File: config.mk
export PLATFORM = sky130hd
export DESIGN_NAME = lbpm_div
export DESIGN_NICKNAME = d
export VERILOG_FILES = /design/src/rtl/lbpm_pkg.sv /design/src/rtl/lbpm_div.sv
export SDC_FILE = /design/constraint.sdc
export NUM_CORES = 1
export LEC_CHECK = 0
export BUFFER_PORTS_ARGS = -buffer_cell sky130_fd_sc_hd__buf_2
export CORE_UTILIZATION = 30
export DETAILED_ROUTE_END_ITERATION = 12
export GPL_TIMING_DRIVEN = 1
export HOLD_SLACK_MARGIN = 0.1
export PLACE_DENSITY_LB_ADDON = 0.15
export SKIP_LAST_GASP = 1
export SYNTH_ARGS = -nofsm -noshare
export SYNTH_HDL_FRONTEND = slang
export SYNTH_SLANG_ARGS = --single-unit
File: constraint.sdc
create_clock -name clk -period 4.76 [get_ports clk]
set_input_delay 0.238 -clock clk [delete_from_list [all_inputs] [get_ports clk]]
set_output_delay 0.238 -clock clk [all_outputs]
set_load 0.05 [all_outputs]
File: src/rtl/lbpm_pkg.sv
// lbpm_pkg: shared types, widths, constants and bit-level helpers for the
// busy percentage monitor. Used by every module in rtl/.
// No dependencies.
`default_nettype none

package lbpm_pkg;

  // field widths
  localparam int IDX_W   = 6;
  localparam int CTR_W   = 64;
  localparam int PCT_W   = 15;
  localparam int SUM_W   = 21;
  localparam int CFG_W   = 7;
  localparam int QUOT_W  = 21;

  // scaled product n*25 (the remaining 2^10 of 25600 is a shift)
  localparam int MUL_W      = CTR_W + 5;
  localparam int SER_CYCLES = MUL_W;
  localparam int SER_CNT_W  = 7;
  localparam int DIV_CNT_W  = 5;
  localparam int LOW_W      = QUOT_W;

  // divider step counts
  localparam logic [DIV_CNT_W-1:0] STEPS_BUSY = DIV_CNT_W'(PCT_W);
  localparam logic [DIV_CNT_W-1:0] STEPS_MEAN = DIV_CNT_W'(SUM_W);

  // stream widths
  localparam int IN_TDATA_W  = 200;
  localparam int OUT_TDATA_W = 56;
  localparam int OUT_TUSER_W = 2;

  // 100 percent in Q7.8 and sum saturation
  localparam logic [PCT_W-1:0] FULL_Q  = PCT_W'(25600);
  localparam logic [SUM_W-1:0] SUM_MAX = {SUM_W{1'b1}};

  localparam int MAX_LP_DEF = 64;

  // one processor's counter set, as stored in the history memory
  typedef struct packed {
    logic [CTR_W-1:0] user;
    logic [CTR_W-1:0] kernel;
    logic [CTR_W-1:0] idle;
  } ctr_set_t;

  // serial datapath status
  typedef struct packed {
    logic done;
    logic skip;
  } ser_stat_t;

  // divider control
  typedef struct packed {
    logic                 start;
    logic [DIV_CNT_W-1:0] steps;
  } div_ctl_t;

  typedef enum logic [2:0] {
    ST_IDLE,
    ST_READ,
    ST_SER,
    ST_DIVB,
    ST_AGG,
    ST_DIVM,
    ST_OUT
  } lbpm_state_t;

  // full adder, returns {carry, sum}
  function automatic logic [1:0] add_bit(input logic a, input logic b, input logic c);
    add_bit = {(a & b) | (a & c) | (b & c), a ^ b ^ c};
  endfunction

  // full subtractor a - b - bin, returns {borrow, diff}
  function automatic logic [1:0] sub_bit(input logic a, input logic b, input logic bin);
    sub_bit = {(~a & (b | bin)) | (b & bin), a ^ b ^ bin};
  endfunction

endpackage

`default_nettype wire

File: src/rtl/lbpm_div.sv
// lbpm_div: shared restoring divider, one quotient bit per cycle.
// Used for the per-processor busy ratio and the frame mean.
// Depends on lbpm_pkg (div_ctl_t, widths).
`default_nettype none

module lbpm_div (
  input  wire logic                               clk,
  input  wire logic                               rst_n,
  input  wire lbpm_pkg::div_ctl_t                 ctl,
  input  wire logic [lbpm_pkg::CTR_W-1:0]         rem_init,
  input  wire logic [lbpm_pkg::LOW_W-1:0]         low_init,
  input  wire logic [lbpm_pkg::CTR_W-1:0]         divisor,
  output      logic                               done,
  output      logic [lbpm_pkg::QUOT_W-1:0]        quot
);

  localparam int CW = lbpm_pkg::CTR_W;
  localparam int LW = lbpm_pkg::LOW_W;
  localparam int QW = lbpm_pkg::QUOT_W;
  localparam int KW = lbpm_pkg::DIV_CNT_W;

  logic          run_r;
  logic          done_r;
  logic [KW-1:0] cnt_r;
  logic [CW-1:0] rem_r;
  logic [CW-1:0] div_r;
  logic [LW-1:0] low_r;
  logic [QW-1:0] q_r;

  logic [CW:0]   r2;
  logic [CW:0]   diff;
  logic          ge;

  // one trial subtraction
  always_comb begin
    r2   = {rem_r, low_r[LW-1]};
    diff = r2 - {1'b0, div_r};
    ge   = (r2 >= {1'b0, div_r});
  end

  // step counter
  always_ff @(posedge clk) begin
    if (!rst_n) begin
      run_r  <= 1'b0;
      done_r <= 1'b0;
      cnt_r  <= '0;
    end else begin
      done_r <= 1'b0;
      if (ctl.start) begin
        run_r <= 1'b1;
        cnt_r <= ctl.steps;
      end else if (run_r) begin
        cnt_r <= cnt_r - KW'(1);
        if (cnt_r == KW'(1)) begin
          run_r  <= 1'b0;
          done_r <= 1'b1;
        end
      end
    end
  end

  // remainder, dividend bits and quotient
  always_ff @(posedge clk) begin
    if (ctl.start) begin
      rem_r <= rem_init;
      low_r <= low_init;
      div_r <= divisor;
      q_r   <= '0;
    end else if (run_r) begin
      rem_r <= ge ? diff[CW-1:0] : r2[CW-1:0];
      low_r <= low_r << 1;
      q_r   <= {q_r[QW-2:0], ge};
    end
  end

  assign done = done_r;
  assign quot = q_r;

endmodule

`default_nettype wire

==> metrics <==
outcome=finished clean; f_max=248 MHz; yosys warns=0; CP required=4.96 ns; Pins Over Slew Limit=0; worst flop-to-flop path endpoint=rem_r[3]; P_int=4.69 mW; Sw Ratio=42.5%; Tcrit/Tclk final=84.9%; Comb power frac=53.5%; CTS tree=done; RR Startpoint=rem_r[44]; largest net degree at the start of global routing=70; die height=197 um; Chip Width=197 um; Seq/Total Area, Yosys=44.0%; mapped cell area=11400 sq um; Setup WS pre-CTS=0.713 ns; Worst-path clk slew=0.07 ns; vias in the first global route=9545; RSZ-0062 raised after global routing=no; Pwr Total=8.16 mW; post-synthesis adder-cell area fraction=7.39%; Largest stage delay, worst path=0.61 ns; Clk pwr share=18.3%; DRT Pass-1 Iters=5; sequential standard cell area=5030 sq um; share of layout cells above drive strength 1=19.2%; DPL Wire Length=24300 um; hold depth=2; CP Cell Sequence=ha_1 -> nand4_2 -> or4_1 -> or4_4 -> o21ai_2 -> nor3_1 -> nor2_1 -> nand2_4 -> buf_12 -> nand2_1 -> o31ai_1 -> mux2_2; maxcap violations=0; area of the multi-input gates=5780 sq um; Buf/Inv on CP=1; via/cell ratio=4.84; initial antenna violation count=2; IO buf count=178; post-synthesis xor/xnor area fraction=4.36%; Worst Path Max Fanout=42; final WL=33200 um; Mapped Nets=1414; cells after synthesis=1190; Final Setup Violations=0; synth unique cells=66; Root Driver=clkbuf_16; Final Hold Violating Endpoints=0; CP max-delay cell=or4_1; largest family of logic cells by synthesized area=compound AO/OA/AOI/OAI gates; Min Hold Slack=0.121 ns; worst-margin pin slew=1.05 ns; row count=71; post-cts sizing count=0; Synth Area in Compound Gates=18.1%; mux cell area share after synthesis=7.19%; register bit total from synthesis=177; Avg Inst Size Synth=9.62 sq um; worst r2r path cells=12; CTS Buf Count=17; clock sinks=177; fin crit period=4.04 ns; routability congestion estimate=0.842; ys flop type=edfxtp_1; drt initial violations=594; first-pass GRT wire length=52600 um; Remaining DRCs=0; all-layer global routing usage=17.4%; Synth Area in Simple Gates=13.4%; final setup TNS=0 ns; share of synthesized flip-flops with an asynchronous set or reset=0%; Fillers=3835; type of the worst min-delay path=input port to register; net count reported at finish=1704; critical path class=register to register; Arr. time, crit path=4.24 ns; Net Sw Power=3.46 mW; power per cell area=548 nW/um^2; vias post-DR=9696; setup bufs post-CTS=0; clk_skew=0.0224 ns; CP top delay family=simple AND/OR/NAND/NOR gates; Flop pwr share=28.2%; DR WL/cell=16.5 um; starting density of the core=30.5%; CTS H-tree lvls=4; Startpoint Class=register; Crit. End Element=register; Slew headroom=30.1%; worst vdd ir=0.257 mV; Area Growth Syn to Fin=30.0%; crit path launch=rem_r[44]; io pins=179; Max clock buf depth=2; critical hold path startpoint=rem_init[22]; total core area=37600 sq um; number of synthesized flops with an enable pin=149; total grt overflow=0; worst skew pair latency=0.46 ns; full die area=38900 sq um; leakage power=6.21 nW; Hold Path Sink=rem_r[22]; final setup margin=0.721 ns; Routed Antenna Nets=0; worst reg2reg setup slack=0.72 ns
-- worst register-to-register path, stage by stage (launching register included) --
cell      delay (ns)
edfxtp_1        0.40
ha_1            0.50
nand4_2         0.23
or4_1           0.61
or4_4           0.54
o21ai_2         0.19
nor3_1          0.08
nor2_1          0.20
nand2_4         0.32
buf_12          0.31
nand2_1         0.08
o31ai_1         0.06
mux2_2          0.28
-- cells in the final DEF (no fill, tap or decap), drive strengths merged, types with 22 or more instances in the layout --
cell type    synthesis  routed
ha                  66      66
nand2               97      97
a21oi               98      98
dlygate4sd3          0     142
nor2                89      89
nor3                22      22
xor2                22      22
a21o                34      34
buf                 19     193
mux2                50      50
edfxtp             149     149
inv                 92     100
nand4               28      28
mux2i               26      26
xnor2               35      35
nand3               28      28
o21ai               92      92
dfxtp               28      28
-- sequential cells by signal, indices dropped and copies added (netlist names) --
register and flops:
cnt_r 5, quot 21, done 1, rem_r 64, run_r 1, div_r 64, low_r 21
-- power groups by stage --
stage	Sequential (mW)	Combinational, mW	Clock (mW)
6_report	2.30	4.36	1.49
5_1_grt	2.34	4.88	1.59
4_1_cts	2.30	4.39	1.55
3_5_place_dp	2.33	4.27	0
3_3_place_gp	2.33	4.25	0
2_1_floorplan	2.28	3.25	0
-- final cells by class --
class,count,area share (%)
Multi-Input combinational cell,857,38.9
Sequential cell,177,33.8
Timing Repair Buffer,335,16.5
Clock inverter,12,0.850
Inverter,92,2.32
Antenna cell,1,0.0168
Clock buffer,20,3.29
Tap cell,511,4.30
-- timing repair --
action	CTS	global route
hold buffers	142	0
hold endpoints to repair	141	0
setup endpoints to repair	0	0
-- how the worst max path moves through the flow --
stage,slack (ns),cells after the start,end
floorplan,1.45,14,rem_r[3]
global placement,0.80,12,rem_r[3]
detailed placement,0.71,12,rem_r[3]
CTS,0.71,12,rem_r[3]
global route,0.49,11,rem_r[3]
finish,0.72,12,rem_r[3]
-- per-layer routing --
layer	vias up	global-route usage (%)	part of all wire, %
met2	213	26.9	44
li1	4923	-	-
met3	25	3.06	4.1
met4	2	5.57	1.6
met1	4533	24.3	50
met5	-	0	0.051
-- per-stage QoR --
stage	instance area, sq um	util [%]	std cells
final	14900	39.6	2005
after global routing	14900	39.6	2004
after CTS	14900	39.6	2004
after detailed placement	12800	34.2	1830
after global placement	12800	34.2	1830
after floorplan	11400	-	1190
-- kinds of logic after synthesis --
| kind of cell | count (synthesis) |
|---|---|
| AOI/OAI and AO/OA | 333 |
| xor gates and xnor gates | 57 |
| adders and majority gates | 67 |
| buffers and inverters | 156 |
| DFF | 177 |
| muxes | 76 |
| and+or+nand+nor | 324 |
-- synth_stat cells, types with 4 or more instances --
library cell    n  area (sq um)
a21o_1         34           255
dfxtp_1        28           561
mux2_2         50           563
xor2_1         22           193
inv_1          92           345
nand4_1        27           169
nor2b_1         8          50.1
a2111oi_0       4          35.0
or3_1           4          25.0
buf_2           9          45.0
mux2i_1        26           260
o211ai_1       12          90.1
buf_1           4          15.0
nor2_1         89           334
xnor2_1        35           307
o21ai_1        28           140
nand3_1        28           140
edfxtp_1      149          4470
nand2b_1        9          56.3
o21ai_0        63           315
nor3_1         22           110
o21bai_1       12          90.1
clkbuf_1       45           169
and3_1          7          43.8
o21a_1         19           143
and2_1          8          50.1
o31ai_1         6          45.0
a211oi_1       13          97.6
ha_1           66           826
buf_6           5          56.3
nand2_1        97           364
a31oi_1        10          62.6
nor4_1          7          43.8
a21oi_1        98           490
(Power assumes the default switching activity.)
