`config.mk`:
```
export PLATFORM = sky130hd
export DESIGN_NAME = lbpm_serial
export DESIGN_NICKNAME = d
export VERILOG_FILES = /design/src/rtl/lbpm_pkg.sv /design/src/rtl/lbpm_serial.sv
export SDC_FILE = /design/constraint.sdc
export NUM_CORES = 1
export LEC_CHECK = 0
export ABC_AREA = 1
export BUFFER_PORTS_ARGS = -buffer_cell sky130_fd_sc_hd__buf_2
export CORE_ASPECT_RATIO = 2
export CORE_UTILIZATION = 48
export CTS_CLUSTER_DIAMETER = 40
export DETAILED_ROUTE_END_ITERATION = 10
export PLACE_DENSITY = 0.85
export RECOVER_POWER = 50
export SYNTH_ARGS = -nofsm -noshare
export SYNTH_HDL_FRONTEND = slang
export SYNTH_SLANG_ARGS = --single-unit
```
`constraint.sdc`:
```
create_clock -name clk -period 10.7 [get_ports clk]
set_clock_uncertainty 0.05 [all_clocks]
set_input_delay 1.07 -clock clk [delete_from_list [all_inputs] [get_ports clk]]
set_output_delay 1.07 -clock clk [all_outputs]
set_load 0.03 [all_outputs]
```
`src/rtl/lbpm_pkg.sv`:
```
// lbpm_pkg: shared types, widths, constants and bit-level helpers for the
// busy percentage monitor. Used by every module in rtl/.
// No dependencies.
`default_nettype none

package lbpm_pkg;

  // field widths
  localparam int IDX_W   = 6;
  localparam int CTR_W   = 64;
  localparam int PCT_W   = 15;
  localparam int SUM_W   = 21;
  localparam int CFG_W   = 7;
  localparam int QUOT_W  = 21;

  // scaled product n*25 (the remaining 2^10 of 25600 is a shift)
  localparam int MUL_W      = CTR_W + 5;
  localparam int SER_CYCLES = MUL_W;
  localparam int SER_CNT_W  = 7;
  localparam int DIV_CNT_W  = 5;
  localparam int LOW_W      = QUOT_W;

  // divider step counts
  localparam logic [DIV_CNT_W-1:0] STEPS_BUSY = DIV_CNT_W'(PCT_W);
  localparam logic [DIV_CNT_W-1:0] STEPS_MEAN = DIV_CNT_W'(SUM_W);

  // stream widths
  localparam int IN_TDATA_W  = 200;
  localparam int OUT_TDATA_W = 56;
  localparam int OUT_TUSER_W = 2;

  // 100 percent in Q7.8 and sum saturation
  localparam logic [PCT_W-1:0] FULL_Q  = PCT_W'(25600);
  localparam logic [SUM_W-1:0] SUM_MAX = {SUM_W{1'b1}};

  localparam int MAX_LP_DEF = 64;

  // one processor's counter set, as stored in the history memory
  typedef struct packed {
    logic [CTR_W-1:0] user;
    logic [CTR_W-1:0] kernel;
    logic [CTR_W-1:0] idle;
  } ctr_set_t;

  // serial datapath status
  typedef struct packed {
    logic done;
    logic skip;
  } ser_stat_t;

  // divider control
  typedef struct packed {
    logic                 start;
    logic [DIV_CNT_W-1:0] steps;
  } div_ctl_t;

  typedef enum logic [2:0] {
    ST_IDLE,
    ST_READ,
    ST_SER,
    ST_DIVB,
    ST_AGG,
    ST_DIVM,
    ST_OUT
  } lbpm_state_t;

  // full adder, returns {carry, sum}
  function automatic logic [1:0] add_bit(input logic a, input logic b, input logic c);
    add_bit = {(a & b) | (a & c) | (b & c), a ^ b ^ c};
  endfunction

  // full subtractor a - b - bin, returns {borrow, diff}
  function automatic logic [1:0] sub_bit(input logic a, input logic b, input logic bin);
    sub_bit = {(~a & (b | bin)) | (b & bin), a ^ b ^ bin};
  endfunction

endpackage

`default_nettype wire

```
`src/rtl/lbpm_serial.sv`:
```
// lbpm_serial: bit-serial datapath, lsb first. Forms the wrapped deltas,
// den = dk + du, num = den - di and num*25 one bit per cycle.
// Depends on lbpm_pkg (ctr_set_t, ser_stat_t, add_bit, sub_bit).
`default_nettype none

module lbpm_serial (
  input  wire logic                              clk,
  input  wire logic                              rst_n,
  input  wire logic                              start,
  input  wire lbpm_pkg::ctr_set_t                cur,
  input  wire lbpm_pkg::ctr_set_t                prev,
  output      lbpm_pkg::ser_stat_t               stat,
  output      logic [lbpm_pkg::CTR_W-1:0]        den,
  output      logic [lbpm_pkg::MUL_W-1:0]        num25
);

  localparam int CW = lbpm_pkg::CTR_W;
  localparam int MW = lbpm_pkg::MUL_W;
  localparam int NW = lbpm_pkg::SER_CNT_W;

  logic          run_r;
  logic          done_r;
  logic [NW-1:0] cnt_r;

  // operand shift registers
  logic [CW-1:0] ci_r, ck_r, cu_r, pi_r, pk_r, pu_r;
  logic [CW-1:0] d_r;
  logic [MW-1:0] m_r;
  logic          bi_r, bk_r, bu_r, cd_r, bn_r, dz_r;
  logic [3:0]    nh_r;
  logic [1:0]    mc_r;

  logic          active;
  logic [1:0]    r_i, r_k, r_u, r_d, r_n;
  logic          n_t;
  logic [2:0]    msum;

  // bit-level arithmetic of this cycle
  always_comb begin
    active = (cnt_r < NW'(CW));
    r_i    = lbpm_pkg::sub_bit(ci_r[0], pi_r[0], bi_r);
    r_k    = lbpm_pkg::sub_bit(ck_r[0], pk_r[0], bk_r);
    r_u    = lbpm_pkg::sub_bit(cu_r[0], pu_r[0], bu_r);
    r_d    = lbpm_pkg::add_bit(r_k[0], r_u[0], cd_r);
    r_n    = lbpm_pkg::sub_bit(r_d[0], r_i[0], bn_r);
    n_t    = active & r_n[0];
    // num*25 = num + num*8 + num*16
    msum   = 3'(n_t) + 3'(nh_r[2]) + 3'(nh_r[3]) + 3'(mc_r);
  end

  // sequencing
  always_ff @(posedge clk) begin
    if (!rst_n) begin
      run_r  <= 1'b0;
      done_r <= 1'b0;
      cnt_r  <= '0;
    end else begin
      done_r <= 1'b0;
      if (start) begin
        run_r <= 1'b1;
        cnt_r <= '0;
      end else if (run_r) begin
        cnt_r <= cnt_r + NW'(1);
        if (cnt_r == NW'(lbpm_pkg::SER_CYCLES - 1)) begin
          run_r  <= 1'b0;
          done_r <= 1'b1;
        end
      end
    end
  end

  // shift registers and carries
  always_ff @(posedge clk) begin
    if (start) begin
      ci_r <= cur.idle;
      ck_r <= cur.kernel;
      cu_r <= cur.user;
      pi_r <= prev.idle;
      pk_r <= prev.kernel;
      pu_r <= prev.user;
      bi_r <= 1'b0;
      bk_r <= 1'b0;
      bu_r <= 1'b0;
      cd_r <= 1'b0;
      bn_r <= 1'b0;
      dz_r <= 1'b1;
      nh_r <= '0;
      mc_r <= '0;
    end else if (run_r) begin
      if (active) begin
        ci_r <= ci_r >> 1;
        ck_r <= ck_r >> 1;
        cu_r <= cu_r >> 1;
        pi_r <= pi_r >> 1;
        pk_r <= pk_r >> 1;
        pu_r <= pu_r >> 1;
        bi_r <= r_i[1];
        bk_r <= r_k[1];
        bu_r <= r_u[1];
        cd_r <= r_d[1];
        bn_r <= r_n[1];
        dz_r <= dz_r & ~r_d[0];
        d_r  <= {r_d[0], d_r[CW-1:1]};
      end
      nh_r <= {nh_r[2:0], n_t};
      mc_r <= msum[2:1];
      m_r  <= {msum[0], m_r[MW-1:1]};
    end
  end

  // idle above total or zero total gives zero busy
  assign stat.done = done_r;
  assign stat.skip = bn_r | dz_r;
  assign den       = d_r;
  assign num25     = m_r;

endmodule

`default_nettype wire

```
==> results of run 1 <==
[layout by cell type, fill, tap and decap left out, types with 20 or more instances in the layout]
cell type	netlist	final
buf_2	38	385
clkbuf_1	12	148
clkbuf_16	0	51
dfxtp_1	21	21
diode_2	0	24
edfxtp_1	517	517
inv_1	25	23
nand2_1	1165	1165
nor2_1	20	20
[metrics by stage]
step	worst slack [ns]	hold slack [ns]	power, mW	util	instance area, um^2
finish	4.80	0.396	4.95	0.586	25900
global route	4.33	0.405	5.13	0.586	25900
CTS	6.65	0.394	4.99	0.589	26000
detailed placement	6.00	0.381	3.05	0.548	24200
global placement	6.14	0.381	3.02	0.548	24200
floorplan	0.127	0.381	2.91	-	21500
[worst min path at each step]
| stage | from | endpoint | slack, ns | depth (start not counted) |
|---|---|---|---|---|
| after floorplan | dz_r | dz_r | 0.38 | 2 |
| after global placement | den[58] | den[57] | 0.38 | 0 |
| after detailed placement | den[2] | den[1] | 0.38 | 0 |
| after CTS | num25[53] | num25[52] | 0.39 | 0 |
| after global routing | den[2] | den[1] | 0.40 | 0 |
| final | den[2] | den[1] | 0.40 | 0 |
[layer usage]
layer,track usage,up-vias,wire [um],share of wire
li1,-,7132,-,-
met1,0.241,7111,18000,0.34
met2,0.384,686,27100,0.52
met3,0.0386,167,3650,0.070
met4,0.150,2,3380,0.065
met5,0,-,11,0.00021
[flip-flops by register name, summed over array words and instances (netlist names), 2 cells and up]
register	count
den	64
cu_r	64
pk_r	64
cnt_r	7
mc_r	2
ck_r	64
nh_r	4
pi_r	64
ci_r	64
pu_r	64
num25	69
[power groups by stage]
stage          Combinational (mW)  Clock (mW)  Sequential, mW
3_5_place_dp                0.410           0            2.64
2_1_floorplan               0.233           0            2.68
6_report                    0.407        1.95            2.60
5_1_grt                     0.462        2.05            2.61
3_3_place_gp                0.389           0            2.63
4_1_cts                     0.412        1.98            2.60
[final cells by class]
class / instances / area [um^2] / share of cell area
Clock buffer: 59 / 1310 / 0.0504
Sequential cell: 538 / 15900 / 0.615
Inverter: 27 / 109 / 0.00420
Tap cell: 555 / 694 / 0.0268
Clock inverter: 35 / 508 / 0.0196
Antenna cell: 24 / 60.1 / 0.00232
Multi-Input combinational cell: 1220 / 4760 / 0.184
Timing Repair Buffer: 532 / 2520 / 0.0975
[kinds of logic after synthesis]
kind of cell,count (synthesis),share of synthesized area
AO/OA/AOI/OAI,16,0.00402
XOR/XNOR,1,0.000408
adder cells (fa/ha/maj),10,0.00828
buffers and inverters,115,0.0349
flip-flops,538,0.743
AND/OR/NAND/NOR,1193,0.209
==> flow_summary.ini, run 1 <==
[clock_network]
postCtsSetupRepairBufs = 0
htree_levels = 2
cts_made_buffers = 50
insertion_delay_ns = 0.59
cts_buffer_depth = 3
cts_root_buf = clkbuf_16
clk_pin_slew_ns = 0.07
cts_tree = built
ctsResizeCount = 0
numClockSinks = 538
cts_hold_buffers = 0

[logic_synthesis]
synth.top_cell.area_share = 0.724
synth_cell_type_count = 21
synth_ff_type = edfxtp_1
ys_seq_elements = 538
syn_avg_cell_area_um2 = 11.5
seq_area_frac_synth = 0.743
synth.most_common_cell = nand2_1
syn_area_um2 = 21500
yosysTopAreaCell = edfxtp_1
yosysWarningCount = 0
syn_nets = 2270
async_flop_share = 0
synth_edf_count = 517
ys_top_cells_by_count = 1,165 x nand2_1, 517 x edfxtp_1, 38 x buf_2, 34 x buf_6, 25 x inv_1
postSynthCellCount = 1873
synth_area_leaders = edfxtp_1 72%, nand2_1 20%, dfxtp_1 2.0%

[global_route]
grt_usage = 0.220
antenna_found_initial = 25
grt_first_pass_wirelength_um = 76600
grt_remaining_overflow = 0
grt_pass1_vias = 14900
grt_start_max_net_pins = 215

[layout]
drive_above_1_share = 0.196
fin_nets = 2766
syn_to_final_growth_pct = 20.8
stdcell_count = 2990
fillers = 3558

[sta]
maxSlewViolCount = 410
setup_violations = 0
rsz0062_at_grt = no
fin_tns_setup_ns = 0
fmax_mhz = 170
min_period_over_period = 0.551
relSlewSlack = -1.73
hold_viol = 0
worst-slew-pin-transition_ns = 4.10
layout_min_cycle_time_ns = 5.90

[floorplanning]
dieArea_um2 = 45600
num_rows = 109
die-width_um = 152
core-area_um2 = 44200
die_h_um = 301
ios = 522
start_util = 0.486

[worst_setup_path]
critPathLaunch = start
critPathBufInv = 4
crit_family = buffers and inverters
critPathMaxStageDelay_ns = 2.34
r2r_end = num25[26]
worstRegToRegCells = 3
cp.arrival_ns = 6.24
critPathKind = input port to flop
slowest_stage = clkbuf_1
endpoint = ck_r[56]
cp_max_fo = 134
path_depth = 6
end_kind = flop
required_ns = 11.04
rr_startpoint = run_r
crit_chain = buf_8 > clkbuf_1 > buf_4 > buf_4 > nand2_1 > nand2_1
r2r_setup_slack_ns = 6.86
startpoint_type = input port

[routing]
final_antenna_net_count = 0
drc_errors = 0
drt_iter0_drc = 1289
wl_per_cell_um = 17.4
dr.pass1.iters = 6
wl_um = 52100
via_per_inst = 5.05
vias = 15100

[power_and_ir_drop]
p_sw_frac = 0.230
p_int_mw = 3.81
power.density_nw_per_um2 = 191
clockPowerShare = 0.393
comb_power_share = 0.082
power.switching_mw = 1.14
seqPwrFrac = 0.525
leakage_nw = 11.5
peakVddDrop_mv = 0.143

[placement]
dpl.hpwl_um = 35600
numPortBuffers = 521
gp_congestion = 0.911
dp_cells = 2872

[status]
run_status = complete, but fails checks
violations = capacitance limit, slew limit

[job]
drv_cap = 5

[hold_path]
hp-class = flop to flop
Note: power is estimated with default switching activity, not from simulation.
==> run 2: changes to the inputs <==
CORE_ASPECT_RATIO = default   (was 2)
CORE_UTILIZATION = 54   (was 48)
PLACE_DENSITY = 0.9   (was 0.85)
clock period = 6 ns   (was 10.7 ns; I/O delays follow)
==> run 2 against run 1 <==
Net effect:
- the flow still finishes with violations (capacitance limit, slew limit)
- die area down 11%
- global-route usage increased by 3.6 points
- combinational power rose by 80%
- flip-flop and latch count unchanged
- critical path type unchanged
- largest power group unchanged
- highest routed layer unchanged
==> flow_summary.ini, run 2 (synthesis gave the netlist of run 1 again) <==
[status]
run_status = complete, but fails checks
violations = capacitance limit, slew limit

[floorplanning]
num_rows = 72
start_util = 0.551
core-area_um2 = 38900
dieArea_um2 = 40500
die-width_um = 201
ios = 522
die_h_um = 201

[sta]
relSlewSlack = -1.61
setup_violations = 0
maxSlewViolCount = 70
min_period_over_period = 0.767
holdWs_ns = 0.243
hold_viol = 0
fin_tns_setup_ns = 0
fmax_mhz = 217
rsz0062_at_grt = no
worst-slew-pin-transition_ns = 3.91
layout_min_cycle_time_ns = 4.60
worst_slack_ns = 1.40

[global_route]
grt_first_pass_wirelength_um = 79900
grt_remaining_overflow = 0
grt_start_max_net_pins = 240
grt_pass1_vias = 15000
grt_usage = 0.257
antenna_found_initial = 17

[clock_network]
postCtsSetupRepairBufs = 0
insertion_delay_ns = 0.56
cts_made_buffers = 67
cts_buffer_depth = 3
numClockSinks = 538
cts_hold_buffers = 0
cts_tree = built
clk_pin_slew_ns = 0.06
ctsResizeCount = 0
htree_levels = 3
cts_root_buf = clkbuf_16

[worst_setup_path]
end_kind = flop
r2r_end = num25[65]
startpoint_type = input port
critPathKind = input port to flop
cp.arrival_ns = 4.62
worstRegToRegCells = 3
required_ns = 6.02
endpoint = num25[65]
cp_max_fo = 161
critPathLaunch = start
r2r_setup_slack_ns = 1.94
rr_startpoint = run_r

[power_and_ir_drop]
power.density_nw_per_um2 = 360
peakVddDrop_mv = 0.278
leakage_nw = 11.7

[placement]
gp_congestion = 0.877
place_ws_ns = 2.09
numPortBuffers = 521
dpl.hpwl_um = 33900

[routing]
dr.pass1.iters = 5
drt_iter0_drc = 1469
vias = 15500
via_per_inst = 5.22
final_antenna_net_count = 0
wl_um = 52800
drc_errors = 0
wl_per_cell_um = 17.8

[layout]
syn_to_final_growth_pct = 22.8
layout_commonest_cell = nand2_1
layout_common_cells = 1,164 x nand2_1, 517 x edfxtp_1, 385 x buf_2
drive_above_1_share = 0.205
fin_nets = 2780
largest_register_ffs = 69
final_util = 0.677

[hold_path]
hp-start = prev[127]
hp-class = input port to flop

[job]
drv_cap = 1
[run 2: cell types whose count changed in the layout (fill, tap and decap cells not counted), moves of 3 or more]
cell / before / now
clkinv_2: 7 / 4
inv_8: 1 / 5
clkbuf_16: 51 / 72
inv_6: 2 / 9
bufinv_16: 10 / 7
clkinv_8: 6 / 1
diode_2: 24 / 15
clkbuf_1: 148 / 145
[run 2: power by group]
part | internal, mW | switching, mW | total, mW
Clock | 2.52 | 1.59 | 4.11
Combinational | 0.249 | 0.483 | 0.733
Sequential | 4.52 | 0.114 | 4.63
Total | 7.29 | 2.19 | 9.48
[run 2: metrics by stage]
step	std cells	total power [mW]	instance area (um^2)
finish	2967	9.48	26300
global route	2967	9.79	26300
CTS	2952	9.54	26500
detailed placement	2832	5.43	24200
global placement	2832	5.37	24200
floorplan	1873	5.14	21500
[run 2: how the worst min path moves through the flow]
| stage | endpoint | depth (start not counted) |
|---|---|---|
| floorplan | dz_r | 2 |
| global placement | num25[65] | 0 |
| detailed placement | num25[48] | 0 |
| CTS | pk_r[63] | 3 |
| global route | pk_r[63] | 3 |
| finish | pk_r[63] | 3 |
[run 2: cell type report]
class	instances	area, um^2
sequential	538	15900
clock buffer	81	1840
inverter	27	109
fill	2721	12600
timing repair buffer	529	2540
clock inverter	39	448
antenna	15	37.5
tap	518	648
multi-input combinational	1220	4780
[run 2: metal layers]
layer / track usage / vias to the layer above / part of all wire
met5: 0 / - / 0.00042
met4: 0.160 / 4 / 0.058
met3: 0.0513 / 185 / 0.082
met2: 0.431 / 869 / 0.50
met1: 0.304 / 7246 / 0.36
li1: - / 7173 / -
[run 2: worst max-delay path, stage by stage]
cell      delay, ns
buf_8          0.28
inv_8          0.53
nand2_1        0.13
clkinv_1       0.08
clkbuf_1       2.73
